File: src/rtl/assert_macros.svh
// ----------------------------------------------------------------------------
// assert_macros.svh
// Concurrent assertion shorthands shared by the RTL.
// ----------------------------------------------------------------------------
`ifndef ASSERT_MACROS_SVH
`define ASSERT_MACROS_SVH

// Check a property on every rising edge; hold off while reset is asserted.
`define ASSERT_CLK(lbl, clk, rst_n, prop, msg) \
    lbl: assert property (@(posedge clk) disable iff (!(rst_n)) prop) else $error(msg);

// Check a property on every rising edge, reset cycles included.
`define ASSERT_ALWAYS(lbl, clk, prop, msg) \
    lbl: assert property (@(posedge clk) prop) else $error(msg);

`endif

File: src/rtl/mnep_pkg.sv
// ----------------------------------------------------------------------------
// mnep_pkg
// Types, codes and helpers shared by the MIDI note event parser.
// ----------------------------------------------------------------------------
package mnep_pkg;

    localparam int unsigned ByteW = 8;
    localparam int unsigned DataW = 7;
    localparam int unsigned ChanW = 4;

    // Running status: none, or high nibble 0x8..0xE mapped to 1..7.
    typedef enum logic [2:0] {
        ST_NONE      = 3'd0,
        ST_NOTE_OFF  = 3'd1,
        ST_NOTE_ON   = 3'd2,
        ST_POLY_PRES = 3'd3,
        ST_CONTROL   = 3'd4,
        ST_PROGRAM   = 3'd5,
        ST_PRESSURE  = 3'd6,
        ST_PITCH     = 3'd7
    } t_status;

    typedef struct packed {
        logic             valid;
        logic             pressed;
        logic [DataW-1:0] number;
        logic [DataW-1:0] velocity;
    } t_note;

    // Data bytes a message under the given status carries.
    function automatic logic [1:0] msg_len(input t_status st);
        logic [1:0] len;
        len = ((st == ST_PROGRAM) || (st == ST_PRESSURE)) ? 2'd1 : 2'd2;
        return len;
    endfunction

endpackage

File: src/rtl/mnep_parser.sv
// ----------------------------------------------------------------------------
// mnep_parser
// Running-status message tracker and note event decode for one byte a cycle while i_step is high.
// ----------------------------------------------------------------------------
module mnep_parser (
    input  logic                       i_clk,
    input  logic                       i_rst_n,
    input  logic                       i_cfg_we,
    input  logic [mnep_pkg::ChanW-1:0] i_cfg_wdata,
    input  logic                       i_step,
    input  logic [mnep_pkg::ByteW-1:0] i_byte,
    output mnep_pkg::t_note            o_note
);
    import mnep_pkg::*;

    logic [ChanW-1:0] r_chan;
    t_status          r_status, n_status;
    logic [1:0]       r_due, n_due;
    logic [1:0]       r_taken, n_taken;
    logic [DataW-1:0] r_first, n_first;

    logic [1:0]       due_eff;
    logic [1:0]       taken_eff;
    logic [DataW-1:0] first_now;
    logic [DataW-1:0] data;

    assign data      = i_byte[DataW-1:0];
    assign due_eff   = (r_due == 2'd0) ? msg_len(r_status) : r_due;
    assign taken_eff = (r_due == 2'd0) ? 2'd0 : r_taken;
    assign first_now = (taken_eff == 2'd0) ? data : r_first;

    always_comb begin
        n_status = r_status;
        n_due    = r_due;
        n_taken  = r_taken;
        n_first  = r_first;
        o_note   = '0;
        if (i_step && (i_byte < 8'hF0)) begin
            if (i_byte[7]) begin
                // Status byte: start over, keep it only for our channel.
                n_taken = 2'd0;
                if (i_byte[3:0] == r_chan) begin
                    n_status = t_status'(i_byte[6:4] + 3'd1);
                    n_due    = msg_len(n_status);
                end else begin
                    n_status = ST_NONE;
                    n_due    = 2'd0;
                end
            end else if (r_status != ST_NONE) begin
                n_first = first_now;
                n_taken = taken_eff + 2'd1;
                n_due   = due_eff - 2'd1;
                if (n_due == 2'd0) begin
                    n_taken = 2'd0;
                    if (r_status == ST_NOTE_OFF) begin
                        o_note.valid    = 1'b1;
                        o_note.pressed  = 1'b0;
                        o_note.number   = first_now;
                        o_note.velocity = '0;
                    end else if (r_status == ST_NOTE_ON) begin
                        o_note.valid    = 1'b1;
                        o_note.pressed  = (data != '0);
                        o_note.number   = first_now;
                        o_note.velocity = data;
                    end
                end
            end
        end
    end

    always_ff @(posedge i_clk) begin
        if (!i_rst_n) begin
            r_chan   <= '0;
            r_status <= ST_NONE;
            r_due    <= 2'd0;
            r_taken  <= 2'd0;
            r_first  <= '0;
        end else begin
            if (i_cfg_we) begin
                r_chan <= i_cfg_wdata;
            end
            r_status <= n_status;
            r_due    <= n_due;
            r_taken  <= n_taken;
            r_first  <= n_first;
        end
    end

endmodule

File: src/rtl/mnep_out_reg.sv
// ----------------------------------------------------------------------------
// mnep_out_reg
// Result register: hold one note event until the receiver takes it.
// ----------------------------------------------------------------------------
module mnep_out_reg (
    input  logic                       i_clk,
    input  logic                       i_rst_n,
    input  mnep_pkg::t_note            i_note,
    input  logic                       i_ready,
    output logic                       o_free,
    output logic                       o_valid,
    output logic                       o_pressed,
    output logic [mnep_pkg::DataW-1:0] o_number,
    output logic [mnep_pkg::DataW-1:0] o_velocity
);
    import mnep_pkg::*;

    logic             r_valid, n_valid;
    logic             r_pressed;
    logic [DataW-1:0] r_number;
    logic [DataW-1:0] r_velocity;

    assign o_free  = !r_valid || i_ready;
    assign n_valid = i_note.valid || (r_valid && !i_ready);

    always_ff @(posedge i_clk) begin
        if (!i_rst_n) begin
            r_valid <= 1'b0;
        end else begin
            r_valid <= n_valid;
        end
    end

    // Payload loads whenever a fresh event arrives; this block does not check that the slot is free.
    always_ff @(posedge i_clk) begin
        if (i_note.valid) begin
            r_pressed  <= i_note.pressed;
            r_number   <= i_note.number;
            r_velocity <= i_note.velocity;
        end
    end

    assign o_valid    = r_valid;
    assign o_pressed  = r_pressed;
    assign o_number   = r_number;
    assign o_velocity = r_velocity;

endmodule

File: src/rtl/midi_note_event_parser_top.sv
// ----------------------------------------------------------------------------
// midi_note_event_parser_top
// MIDI byte stream to note event parser with running status.
// ----------------------------------------------------------------------------
// Usage:
//   Feed received MIDI bytes on the rx channel (i_rx_valid / o_rx_ready /
//   i_rx_byte). Note events leave on the note channel (o_note_valid /
//   i_note_ready / pressed, number, velocity). Only note-on and note-off for
//   the listened channel produce an item; a note-on of velocity zero is sent
//   as a release. Every other byte is absorbed silently.
//   Write the listened channel through i_cfg_we / i_cfg_wdata while idle.
// Flow:
//   One byte is taken every cycle unless stalled (see Stalls). A completing
//   byte is first held in the input register; once it can advance, the parser
//   decode loads the resulting event into the result register.
// Reset:
//   Synchronous, active low. Clears the running status, the data byte counts,
//   the listened channel (to 0) and both valid flags.
// Stalls:
//   While the receiver holds i_note_ready low with an event pending, the
//   input register holds its byte and o_rx_ready drops once it is full;
//   parser state only advances when the byte can move on, so nothing is lost.
// ----------------------------------------------------------------------------
`include "assert_macros.svh"

module midi_note_event_parser_top (
    input  logic                       i_clk,
    input  logic                       i_rst_n,
    input  logic                       i_cfg_we,
    input  logic [mnep_pkg::ChanW-1:0] i_cfg_wdata,
    input  logic                       i_rx_valid,
    output logic                       o_rx_ready,
    input  logic [mnep_pkg::ByteW-1:0] i_rx_byte,
    output logic                       o_note_valid,
    input  logic                       i_note_ready,
    output logic                       o_note_pressed,
    output logic [mnep_pkg::DataW-1:0] o_note_number,
    output logic [mnep_pkg::DataW-1:0] o_note_velocity
);
    import mnep_pkg::*;

    logic             r_in_valid, n_in_valid;
    logic [ByteW-1:0] r_in_byte;
    logic             out_free;
    logic             advance;
    t_note            note;

    // Advance the held byte whenever the result register can take an event.
    assign advance    = r_in_valid && out_free;
    assign o_rx_ready = !r_in_valid || out_free;
    assign n_in_valid = (i_rx_valid && o_rx_ready) || (r_in_valid && !advance);

    always_ff @(posedge i_clk) begin
        if (!i_rst_n) begin
            r_in_valid <= 1'b0;
        end else begin
            r_in_valid <= n_in_valid;
        end
    end

    // Load the input register on acceptance; otherwise hold.
    always_ff @(posedge i_clk) begin
        if (i_rx_valid && o_rx_ready) begin
            r_in_byte <= i_rx_byte;
        end
    end

    mnep_parser u_parser (
        .i_clk       (i_clk),
        .i_rst_n     (i_rst_n),
        .i_cfg_we    (i_cfg_we),
        .i_cfg_wdata (i_cfg_wdata),
        .i_step      (advance),
        .i_byte      (r_in_byte),
        .o_note      (note)
    );

    mnep_out_reg u_out_reg (
        .i_clk      (i_clk),
        .i_rst_n    (i_rst_n),
        .i_note     (note),
        .i_ready    (i_note_ready),
        .o_free     (out_free),
        .o_valid    (o_note_valid),
        .o_pressed  (o_note_pressed),
        .o_number   (o_note_number),
        .o_velocity (o_note_velocity)
    );

    // A byte left waiting in the input register must not change.
    `ASSERT_CLK(a_in_hold, i_clk, i_rst_n, r_in_valid && !advance |=> r_in_valid && $stable(r_in_byte), "input item lost or changed while stalled")
    // A release always carries zero velocity.
    `ASSERT_CLK(a_release_vel, i_clk, i_rst_n, o_note_valid && !o_note_pressed |-> o_note_velocity == '0, "release with nonzero velocity")
    // A press always carries a nonzero velocity.
    `ASSERT_CLK(a_press_vel, i_clk, i_rst_n, o_note_valid && o_note_pressed |-> o_note_velocity != '0, "press with zero velocity")
    // Reset empties both stages.
    `ASSERT_ALWAYS(a_reset_empty, i_clk, !i_rst_n |=> !o_note_valid && o_rx_ready, "pipeline not empty after reset")

endmodule
File: config.mk
export PLATFORM = sky130hd
export DESIGN_NAME = midi_note_event_parser_top
export DESIGN_NICKNAME = d
export VERILOG_FILES = /design/src/rtl/mnep_pkg.sv /design/src/rtl/mnep_parser.sv /design/src/rtl/mnep_out_reg.sv /design/src/rtl/midi_note_event_parser_top.sv
export VERILOG_INCLUDE_DIRS = /design/src /design/src/rtl
export SDC_FILE = /design/constraint.sdc
export NUM_CORES = 1
export LEC_CHECK = 0
export ABC_AREA = 1
export CAP_MARGIN = 20
export CORE_MARGIN = 1.5
export CORE_UTILIZATION = 59
export CTS_BUF_LIST = sky130_fd_sc_hd__clkbuf_4
export CTS_CLUSTER_SIZE = 14
export DETAILED_ROUTE_END_ITERATION = 10
export DONT_BUFFER_PORTS = 1
export HOLD_SLACK_MARGIN = 0.03
export PLACE_DENSITY = 0.78
export SYNTH_ARGS = -nofsm -noshare
export SYNTH_HDL_FRONTEND = slang
export SYNTH_SLANG_ARGS = --single-unit
File: constraint.sdc
create_clock -name i_clk -period 1.4 [get_ports i_clk]
set_input_delay 0.28 -clock i_clk [delete_from_list [all_inputs] [get_ports i_clk]]
set_output_delay 0.28 -clock i_clk [all_outputs]
set_load 0.05 [all_outputs]
---- Yosys cells after proc, flatten, opt, wreduce, memory -nomap -nowiden ----
Index checks and enable logic that the tools add are counted.
W data, S select, Z words.
word-level totals
  bits in registers ....................... 43
  input port bits ......................... 17
  output and inout bits ................... 17
  word-level logic and storage cells ...... 71
cells by class
  add/subtract/negate cells ............... 3
  order comparisons ....................... 1
  equal/unequal tests ..................... 7
  muxes and demuxes ....................... 18
  bitwise gates (word level) .............. 5
  reduce and logical (&&, ||, !) cells .... 26
operator list
  kind                   count
  $mux W16               6
  $mux W2                10
  $eq A3 B3 Y1 const B   4
  $lt A8 B8 Y1 const B   1
  $mux W7                1
  $reduce_bool A7 Y1     1
  $logic_not A2 Y1       3
  $logic_or A1 B1 Y1     6
  $reduce_or A6 Y1       1
  $logic_and A1 B1 Y1    5
  $not A1 Y1             5
  $eq A4 B4 Y1           1
  $logic_not A1 Y1       4
  $reduce_and A2 Y1      2
  $reduce_or A4 Y1       1
  $add A3 B1 Y3 const B  1
  $eq A3 B1 Y1 const B   1
  $eq A3 B2 Y1 const B   1
  $mux W3                1
  $reduce_and A3 Y1      1
  $reduce_bool A3 Y1     1
  $add A2 B1 Y2 const B  1
  $reduce_bool A2 Y1     1
  $sub A2 B1 Y2 const B  1

---- Longest topological paths before layout ----
Gate-level depths: netlist (run 1).
  word-level depth ........................ 11
  mapped depth ............................ 8
  gate-level depth less buffers ........... 8

---- Hierarchy ----
Synthesis (run 1) repeated with hierarchy kept, for this count alone.
second synthesis, totals
  cells, all modules ...................... 204
  area, all modules ....................... 1983.2 um2
modules (own cells, without submodules)
  module                      instances  cells each  area an instance (um2)  sequential area each (um2)
  mnep_parser                 1          166         1187.4                  360.3
  mnep_out_reg                1          21          496.7                   470.5
  midi_note_event_parser_top  1          17          299.0                   260.2

---- Least setup slack after synthesis (run 1) ----
OpenSTA, ideal clock, no wires.
  path kind ............................... reg2reg
  start ................................... reg u_out_reg.r_valid, in the netlist u_out_reg.o_valid
  end ..................................... reg r_in_byte[0] (enable)
  setup time .............................. 0.273 ns
  data arrival time ....................... 1.518 ns
  data required time ...................... 1.127 ns
  path slack .............................. -0.391 ns
  stages on the path, launching flop included .. 6
  path buffers ............................ 0
  period minus slack after synthesis ...... 1.791 ns
  path through ............................ dfxtp_1 nand2_1 inv_1 nand2_1 nand2_1 inv_1
on the way
  word-level cells in the longest chain between the ends .. 4
ends and longest elaborated chain
  item                      RTL line                          source
  start: declaration        mnep_out_reg.sv:18                logic r_valid, n_valid;
  start signal: assignment  mnep_out_reg.sv:30                r_valid <= n_valid;
  $logic_not A1 Y1          mnep_out_reg.sv:23                assign o_free = !r_valid || i_ready;
  $logic_or A1 B1 Y1        mnep_out_reg.sv:23
  $logic_or A1 B1 Y1        midi_note_event_parser_top.sv:50  assign o_rx_ready = !r_in_valid || out_free;
  via o_rx_ready            midi_note_event_parser_top.sv:32  output logic o_rx_ready,
  $logic_and A1 B1 Y1       midi_note_event_parser_top.sv:63  if (i_rx_valid && o_rx_ready) begin
  end signal: assignment    midi_note_event_parser_top.sv:64  r_in_byte <= i_rx_byte;
  end: declaration          midi_note_event_parser_top.sv:43  logic [ByteW-1:0] r_in_byte;
The timed path passes the listed nets, and every way through them passes these cells.
A chain may end at the register's enable or synchronous reset.

---- Worst setup path in the final report (run 1) ----
  start ................................... reg u_parser.r_due[1]
  end ..................................... reg u_out_reg.r_number[6], in the netlist u_out_reg.o_number[6], data pin
on the way
  word-level cells in the longest chain between the ends .. 6
  elaborated cells between the ends (all ways) .. 11
  those cells by class .................... add/sub (1); mux (5); bitwise (1); reduce/logical (4)
ends and longest elaborated chain
  item                                                                  RTL line                              source
  start: declaration                                                    mnep_parser.sv:18                     logic [1:0] r_due, n_due;
  start signal: assignment                                              mnep_parser.sv:83                     r_due <= n_due;
  $logic_not A2 Y1                                                      mnep_parser.sv:28, mnep_parser.sv:29
  $mux W2 (on tied branches)                                            mnep_parser.sv:28, mnep_parser.sv:29
  $sub A2 B1 Y2 / $logic_not A2 Y1 (equally long branches)              mnep_parser.sv:52, mnep_parser.sv:30
  $logic_not A2 Y1 / $mux W7 (equally long branches)                    mnep_parser.sv:53, mnep_parser.sv:30
  $not A1 Y1 (no source line) / $mux W16 (equally long branches)        -
  $reduce_or A4 Y1 (no source line) / $mux W16 (equally long branches)  -
  end signal: assignment                                                mnep_out_reg.sv:38                    r_number <= i_note.number;
  end: declaration                                                      mnep_out_reg.sv:20                    logic [DataW-1:0] r_number;
Several ways; a longest one is shown, not always the timed one.

==> metrics.md, run 1 <==
| Metric | Value |
|---|---|
| Layout area overhead | 31.4% |
| Hold Violations, Final | 0 |
| Pwr dens | ~960 mW/mm^2 |
| Compound-Gate Fraction of Synth Area | 0.0689 |
| Count of warnings emitted by yosys | 0 |
| Flop and latch count out of synthesis | 43 |
| Hold path start | i_rst_n |
| First-pass GRT wire length | between 6 and 7 mm |
| Largest family of logic cells by synthesized area | simple AND/OR/NAND/NOR gates |
| Sequential share of the synthesized area | 0.561 |
| Setup violators final | 16 |
| Dominant cells by area after synthesis | edfxtp_1 (36%), dfxtp_1 (21%), nand2_1 (8.3%), nor2_1 (4.8%), a21oi_1 (4.4%) |
| Number of diodes | 0 |
| Layout Nets | between 200 and 300 |
| TritonCTS buffer count | 5 |
| Leakage | 0.961 nW |
| Pre-Repair DR Iteration Count | 4 |
| TritonCTS clock tree | done |
| Peak Freq | approximately 660 MHz |
| Placer Congestion | approximately 0.83 |
| Post-synth top area cell | edfxtp_1 |
| HP Class | input pin to register |
| Antenna violations before repair | 0 |
| Gr ovfl total | 0 |
| Initial Utilization | 0.626 |
| Vias in the first global route | between 1,500 and 2,000 |
| Hold_ws | ~42 ps |
| Die X | around 60 microns |
| Chip height | 60.4 microns |
| Die area | ~0.0036 sq mm |
| I/O Buffers | 0 |
| Post-synthesis net count | approximately 230 |
| Clock slew at reported path FFs | 120 ps |
| Max rail drop VDD | 0.000845 V |
| Synth Cell Area | approximately 0.0019 sq mm |
| Slew Limit Headroom | 0.649 |
| Post-Synth XOR/XNOR Area | 0.00451 |
| Antenna Nets Post-Route | 0 |
| R2R Setup Slk | -120 ps |
| Hold depth | 2 |
| Io pins | 34 |
| Worst Hold Path EP | u_parser.r_chan[3]$_SDFFE_PN0P_ |
| Syn avg cell area | 9.53 sq um |
| Worst-Margin Slew | 526 ps |
| R2R Path Start | u_parser.r_due[1]$_SDFFE_PN0P_ |
| Final instance area | ~0.0026 sq mm |
| Synth Instances | approximately 200 |
| Final HPWL DP | ~2.7 mm |
| Multiplexer share of the synthesized area | 0.0406 |
| Max Cap Viol | 0 |
| Layout Utilization | 0.823 |
| Area share of the largest cell type after synthesis | 0.355 |
| Clock Latency Late Sink | between 300 and 400 ps |
| Failing checks | setup timing |
| PnR worst setup slack | -121 ps |
| Clock Skew | 10.7 ps |
| DRT Wirelength | around 4.6 mm |
| Global-route total usage across every layer | 0.264 |
| CTS max path bufs | 2 |
| Core Footprint | 0.00310 sq mm |
| DR iter-0 viols | 57 |
| CTS Root Cell | clkbuf_4 |
| Residual DRC | 0 |
| Post-DP Area | 0.00210 sq mm |
| Critical path fanouts, max | 7 |
| Startpoint Class | register |
| Reg2reg end | u_out_reg.o_number[6]$_SDFFCE_PP0P_ |
| Max-slew violations | 0 |
| Pin count of the biggest net entering global routing | 16 |
| RSZ-0062 raised after global routing | yes |
| Reg2reg path depth | 6 |
| Simple-gate area share of the yosys netlist | 0.241 |
| Routed wire per std cell | roughly 16 microns |
| # rows | 20 |
| Yosys cell types | 27 |
| Vias | 1,591 |
| Share of layout cells above drive strength 1 | 0.394 |
| Worst Path Required | 1530 ps |
| Final period util | 1.09 |
| Status | finished with violations |
| CP arrival | between 1500 and 2000 ps |
| Htree depth | 2 |
| Worst Setup Path Type | register to register |
| Clock sinks | between 40 and 50 |
| Via-per-instance ratio | around 5.6 |
| Crit path capture type | register |
| Post-Synth Adder-Cell Area | 0.0322 |
| Fin crit period | about 1500 ps |
## routing by layer
| layer | GRT usage | part of all wire | up-vias |
|---|---|---|---|
| met5 | 0 | 0 | - |
| li1 | - | - | 753 |
| met2 | 0.474 | 0.54 | 61 |
| met3 | 0.0853 | 0.049 | 14 |
| met1 | 0.295 | 0.38 | 763 |
| met4 | 0.0889 | 0.024 | 0 |
## layout by cell type (no fill, tap or decap), types with 2 or more instances in the layout
cell type       n
dfxtp_1        14
mux2_4          7
inv_2           6
dfxtp_2         6
ha_4            2
nand4_1         5
ha_2            2
nand2_1        30
a21oi_1        14
buf_12          2
edfxtp_1       23
nand3_2         3
nand3_1         4
nor2_4          2
clkbuf_4        6
nand3_4         2
nand2_2        15
nor2_2          5
dlygate4sd3_1   8
nand2_4         3
inv_1          17
a21oi_2         3
buf_4          18
nor2_1         21
buf_8           2
o21ai_0         6
## repair_timing
action                     in CTS  in global routing
hold buffers                    8                  0
hold endpoints to repair        8                  0
setup buffers                   7                  6
gates resized for setup        27                 28
pin swaps                       6                 13
setup endpoints to repair      20                 36
## area by class of cell
type                       count  area, sq um
clock buffer                   6         45.0
clock inverter                 2         37.5
fill                         179          551
inverter                      24         92.6
multi-input combinational    135          927
sequential                    43         1100
tap                           44         55.1
timing repair buffer          31          297
## Yosys cell counts
| cell | number |
|---|---|
| inv_2 | 3 |
| mux2_2 | 7 |
| nor2_4 | 1 |
| nor3_2 | 1 |
| nand2_1 | 43 |
| buf_1 | 1 |
| ha_1 | 5 |
| inv_1 | 21 |
| nand4_1 | 5 |
| nand3_4 | 1 |
| nand2_2 | 5 |
| a21oi_2 | 1 |
| nor3_1 | 1 |
| a21oi_1 | 17 |
| or2_2 | 1 |
| o21ai_0 | 8 |
| edfxtp_1 | 23 |
| nand2b_1 | 1 |
| nand4_4 | 1 |
| nor2_1 | 25 |
| buf_2 | 1 |
| nand3_1 | 7 |
| dfxtp_1 | 20 |
| nand3_2 | 1 |
| nor2_2 | 2 |
| xor2_1 | 1 |
| nor3_4 | 1 |
## sequential cells by signal (all words and copies together), names as in the netlist, 2 cells and up
register,flops
u_out_reg.o_number,7
r_in_byte,8
u_parser.r_taken,2
u_parser.r_status,3
u_parser.r_due,2
u_parser.r_chan,4
u_out_reg.o_velocity,7
u_parser.r_first,7
## metrics by stage
step | TNS, ps | total power, mW | instances | worst slack [ps]
finish | -1030 | 2.46 | 285 | -121
global route | -1860 | 2.56 | 285 | -159
CTS | -537 | 2.41 | 279 | -85.1
detailed placement | -821 | 1.58 | 256 | -121
global placement | -404 | 1.57 | 256 | -64.4
floorplan | -350 | 1.53 | 204 | -50.0
## critical path, stage by stage (launching register included)
cell	delay, ps
dfxtp_2	360
o21ai_1	150
ha_2	220
buf_8	140
mux2_4	310
nand2_2	70
nor2_1	40
## cells by family (layout without fill, tap and decap cells)
kind of cell,after synthesis,in the layout
adder cells (fa/ha/maj),5,5
AO/OA/AOI/OAI,26,26
buffers and inverters,26,63
flip-flops,43,43
AND/OR/NAND/NOR,96,96
multiplexers,7,7
XOR/XNOR,1,1
## where the power goes
part           leakage [nW]  switching, mW  internal, mW
logic                 0.572          0.142         0.118
clock network        0.0419          0.402         0.396
registers             0.347         0.0440          1.36
## worst max path at each step
| stage | from | to | slack (ps) | cells past startpoint |
|---|---|---|---|---|
| 3_5_place_dp | u_parser.r_due[0]$_SDFFE_PN0P_ | u_out_reg.o_number[4]$_SDFFCE_PP0P_ | -120 | 6 |
| 6_report | u_parser.r_due[1]$_SDFFE_PN0P_ | u_out_reg.o_number[6]$_SDFFCE_PP0P_ | -120 | 6 |
| 2_1_floorplan | u_parser.r_due[0]$_SDFFE_PN0P_ | u_out_reg.o_number[0]$_SDFFCE_PP0P_ | -50 | 6 |
| 5_1_grt | u_parser.r_due[1]$_SDFFE_PN0P_ | u_out_reg.o_number[5]$_SDFFCE_PP0P_ | -160 | 6 |
| 3_3_place_gp | u_parser.r_due[0]$_SDFFE_PN0P_ | u_out_reg.o_number[2]$_SDFFCE_PP0P_ | -60 | 6 |
| 4_1_cts | u_parser.r_due[1]$_SDFFE_PN0P_ | u_out_reg.o_number[4]$_SDFFCE_PP0P_ | -90 | 6 |
Note: power is estimated with default switching activity, not from simulation.
==> run 2, diff against run 1 <==
--- a/config.mk
+++ b/config.mk
@@ -16,2 +16,3 @@
 export DONT_BUFFER_PORTS = 1
+export GPL_ROUTABILITY_DRIVEN = 1
 export HOLD_SLACK_MARGIN = 0.03
==> constraint.sdc (replaced) <==
create_clock -name i_clk -period 1.4 [get_ports i_clk]
set_input_delay 0.07 -clock i_clk [delete_from_list [all_inputs] [get_ports i_clk]]
set_output_delay 0.07 -clock i_clk [all_outputs]
set_load 0.05 [all_outputs]
==> metrics.md, run 2 (synthesized netlist as in run 1, its figures left out) <==
| Metric | Value |
|---|---|
| Layout Nets | 270 |
| Die area | around 0.0036 sq mm |
| RSZ-0062 raised after global routing | yes |
| TritonCTS buffer count | 5 |
| Initial Utilization | 0.626 |
| # rows | 20 |
| Slew Limit Headroom | 0.598 |
| Clock Latency Late Sink | approximately 370 ps |
| Vias | roughly 1,700 |
| I/O Buffers | 0 |
| PnR worst setup slack | -204 ps |
| Residual DRC | 0 |
| Worst Path Required | 1700 ps |
| Gr ovfl total | 0 |
| Max-slew violations | 0 |
| Worst Hold Path EP | u_out_reg.o_valid$_SDFF_PN0_ |
| Number of diodes | 0 |
| Hold depth | 2 |
| Slowest CP cell | edfxtp_1 |
| Routed wire per std cell | 17.7 microns |
| CTS max path bufs | 2 |
| Die X | around 60 microns |
| CP most frequent cell | nor2_1 |
| Largest Register | r_in_byte |
| Antenna violations before repair | 0 |
| Htree depth | 2 |
| Status | finished with violations |
| Share of layout cells above drive strength 1 | 0.373 |
| Crit path capture type | register |
| Failing checks | setup timing |
| Post-DP Area | around 0.0021 sq mm |
| Total power | between 2 and 3 mW |
| Hold Violations, Final | 0 |
| Pwr dens | around 940 mW/mm^2 |
| TritonCTS clock tree | done |
| Hold path start | i_rst_n |
| First-pass GRT wire length | ~7.2 mm |
| Reg2reg path depth | 8 |
| Crit-path leading delay family | simple AND/OR/NAND/NOR gates |
| Critical path fanouts, max | 4 |
| Clock slew at reported path FFs | around 130 ps |
| DRT Wirelength | 5.18 mm |
| CTS Root Cell | clkbuf_4 |
| Most common cell after layout, fill and taps aside | nand2_1 |
| Dpl ws | -121 ps |
| Global-route total usage across every layer | 0.283 |
| Final period util | 1.15 |
| Most frequent cells in the layout | nand2_1 (32), edfxtp_1 (23), nor2_1 (22) |
| Via-per-instance ratio | 5.66 |
| Pin count of the biggest net entering global routing | 16 |
| Max rail drop VDD | about 0.00076 V |
| Setup TNS | -2020 ps |
| CP arrival | ~1900 ps |
| Startpoint Class | register |
| Worst-path cell chain | inv_2, ha_2, or2_4, nand2_1, nand2_1, nor2_1, nor2_1, nor2_1 |
| Setup violators final | 22 |
| HP Class | input pin to register |
| Final HPWL DP | between 2 and 3 mm |
| Worst-Margin Slew | approximately 600 ps |
| CP bufs+invs | 1 |
| Worst Setup Path Type | register to register |
| DR iter-0 viols | around 140 |
| Peak Freq | slightly above 600 MHz |
| Final instance area | between 0.002 and 0.003 sq mm |
| Core Footprint | a little over 0.003 sq mm |
| Chip height | between 60 and 70 microns |
| Largest stage delay, worst path | 510 ps |
| Max FFs per register | 8 |
| Pre-Repair DR Iteration Count | 4 |
| Reg2reg end | u_parser.r_due[1]$_SDFFE_PN0P_ |
| R2R Setup Slk | -200 ps |
| Leakage | 1.03 nW |
| Vias in the first global route | 1,583 |
| Fin crit period | between 1500 and 2000 ps |
| Antenna Nets Post-Route | 0 |
| Clock sinks | 43 |
| Filler cells | between 150 and 200 |
| Placer Congestion | between 0.8 and 0.9 |
| Max Cap Viol | 0 |
| Clock Skew | 10.2 ps |
| Io pins | 34 |
| R2R Path Start | r_in_byte[5]$_DFFE_PP_ |
| Layout area overhead | 37.3% |
run 2: cell types whose count changed in the layout (fill, tap and decap cells not counted), sizes merged:
cell         delta
buf             -2
dlygate4sd3    +10
run 2: report_power, final:
| group | leakage (nW) | internal (mW) | total [mW] | switching [mW] |
|---|---|---|---|---|
| registers | 0.347 | 1.36 | 1.41 | 0.0495 |
| clock network | 0.0419 | 0.396 | 0.809 | 0.413 |
| logic | 0.644 | 0.141 | 0.303 | 0.162 |
run 2: per-stage QoR:
step | hold WS (ps) | std cells | utilization
2_1_floorplan | 169 | 204 | -
3_3_place_gp | 169 | 256 | 0.675
3_5_place_dp | 169 | 256 | 0.675
4_1_cts | 85.7 | 289 | 0.804
5_1_grt | 161 | 293 | 0.860
6_report | 138 | 293 | 0.860
run 2: how the worst max path moves through the flow:
stage,slack (ps),startpoint,end,cells after the start
6_report,-200,r_in_byte[5]$_DFFE_PP_,u_parser.r_due[1]$_SDFFE_PN0P_,8
5_1_grt,-210,r_in_byte[5]$_DFFE_PP_,u_parser.r_due[1]$_SDFFE_PN0P_,8
3_5_place_dp,-120,u_parser.r_due[0]$_SDFFE_PN0P_,u_out_reg.o_number[4]$_SDFFCE_PP0P_,6
4_1_cts,-90,u_parser.r_due[1]$_SDFFE_PN0P_,u_out_reg.o_number[4]$_SDFFCE_PP0P_,6
3_3_place_gp,-60,u_parser.r_due[0]$_SDFFE_PN0P_,u_out_reg.o_number[2]$_SDFFCE_PP0P_,6
2_1_floorplan,-50,u_parser.r_due[0]$_SDFFE_PN0P_,u_out_reg.o_number[0]$_SDFFCE_PP0P_,6
run 2: layer usage:
layer  routed length, microns  GRT usage  share of wire
met2                     2800      0.516           0.54
met4                      183      0.143          0.035
met1                     1860      0.308           0.36
met5                        0          0              0
met3                      346     0.0597          0.067
run 2: cell type report:
cell class | count | area [sq um] | area share
inverter | 24 | 90.1 | 0.0338
clock buffer | 6 | 45.0 | 0.0169
tap | 44 | 55.1 | 0.0206
sequential | 43 | 1100 | 0.411
clock inverter | 2 | 37.5 | 0.0141
timing repair buffer | 39 | 374 | 0.140
multi-input combinational | 135 | 968 | 0.363
run 2: what timing repair did:
action,in CTS,in global routing
pin swaps,6,18
resized for setup,24,34
buffers inserted,7,4
hold buffers,18,0
hold endpoints to repair,15,0
setup endpoints to repair,19,36
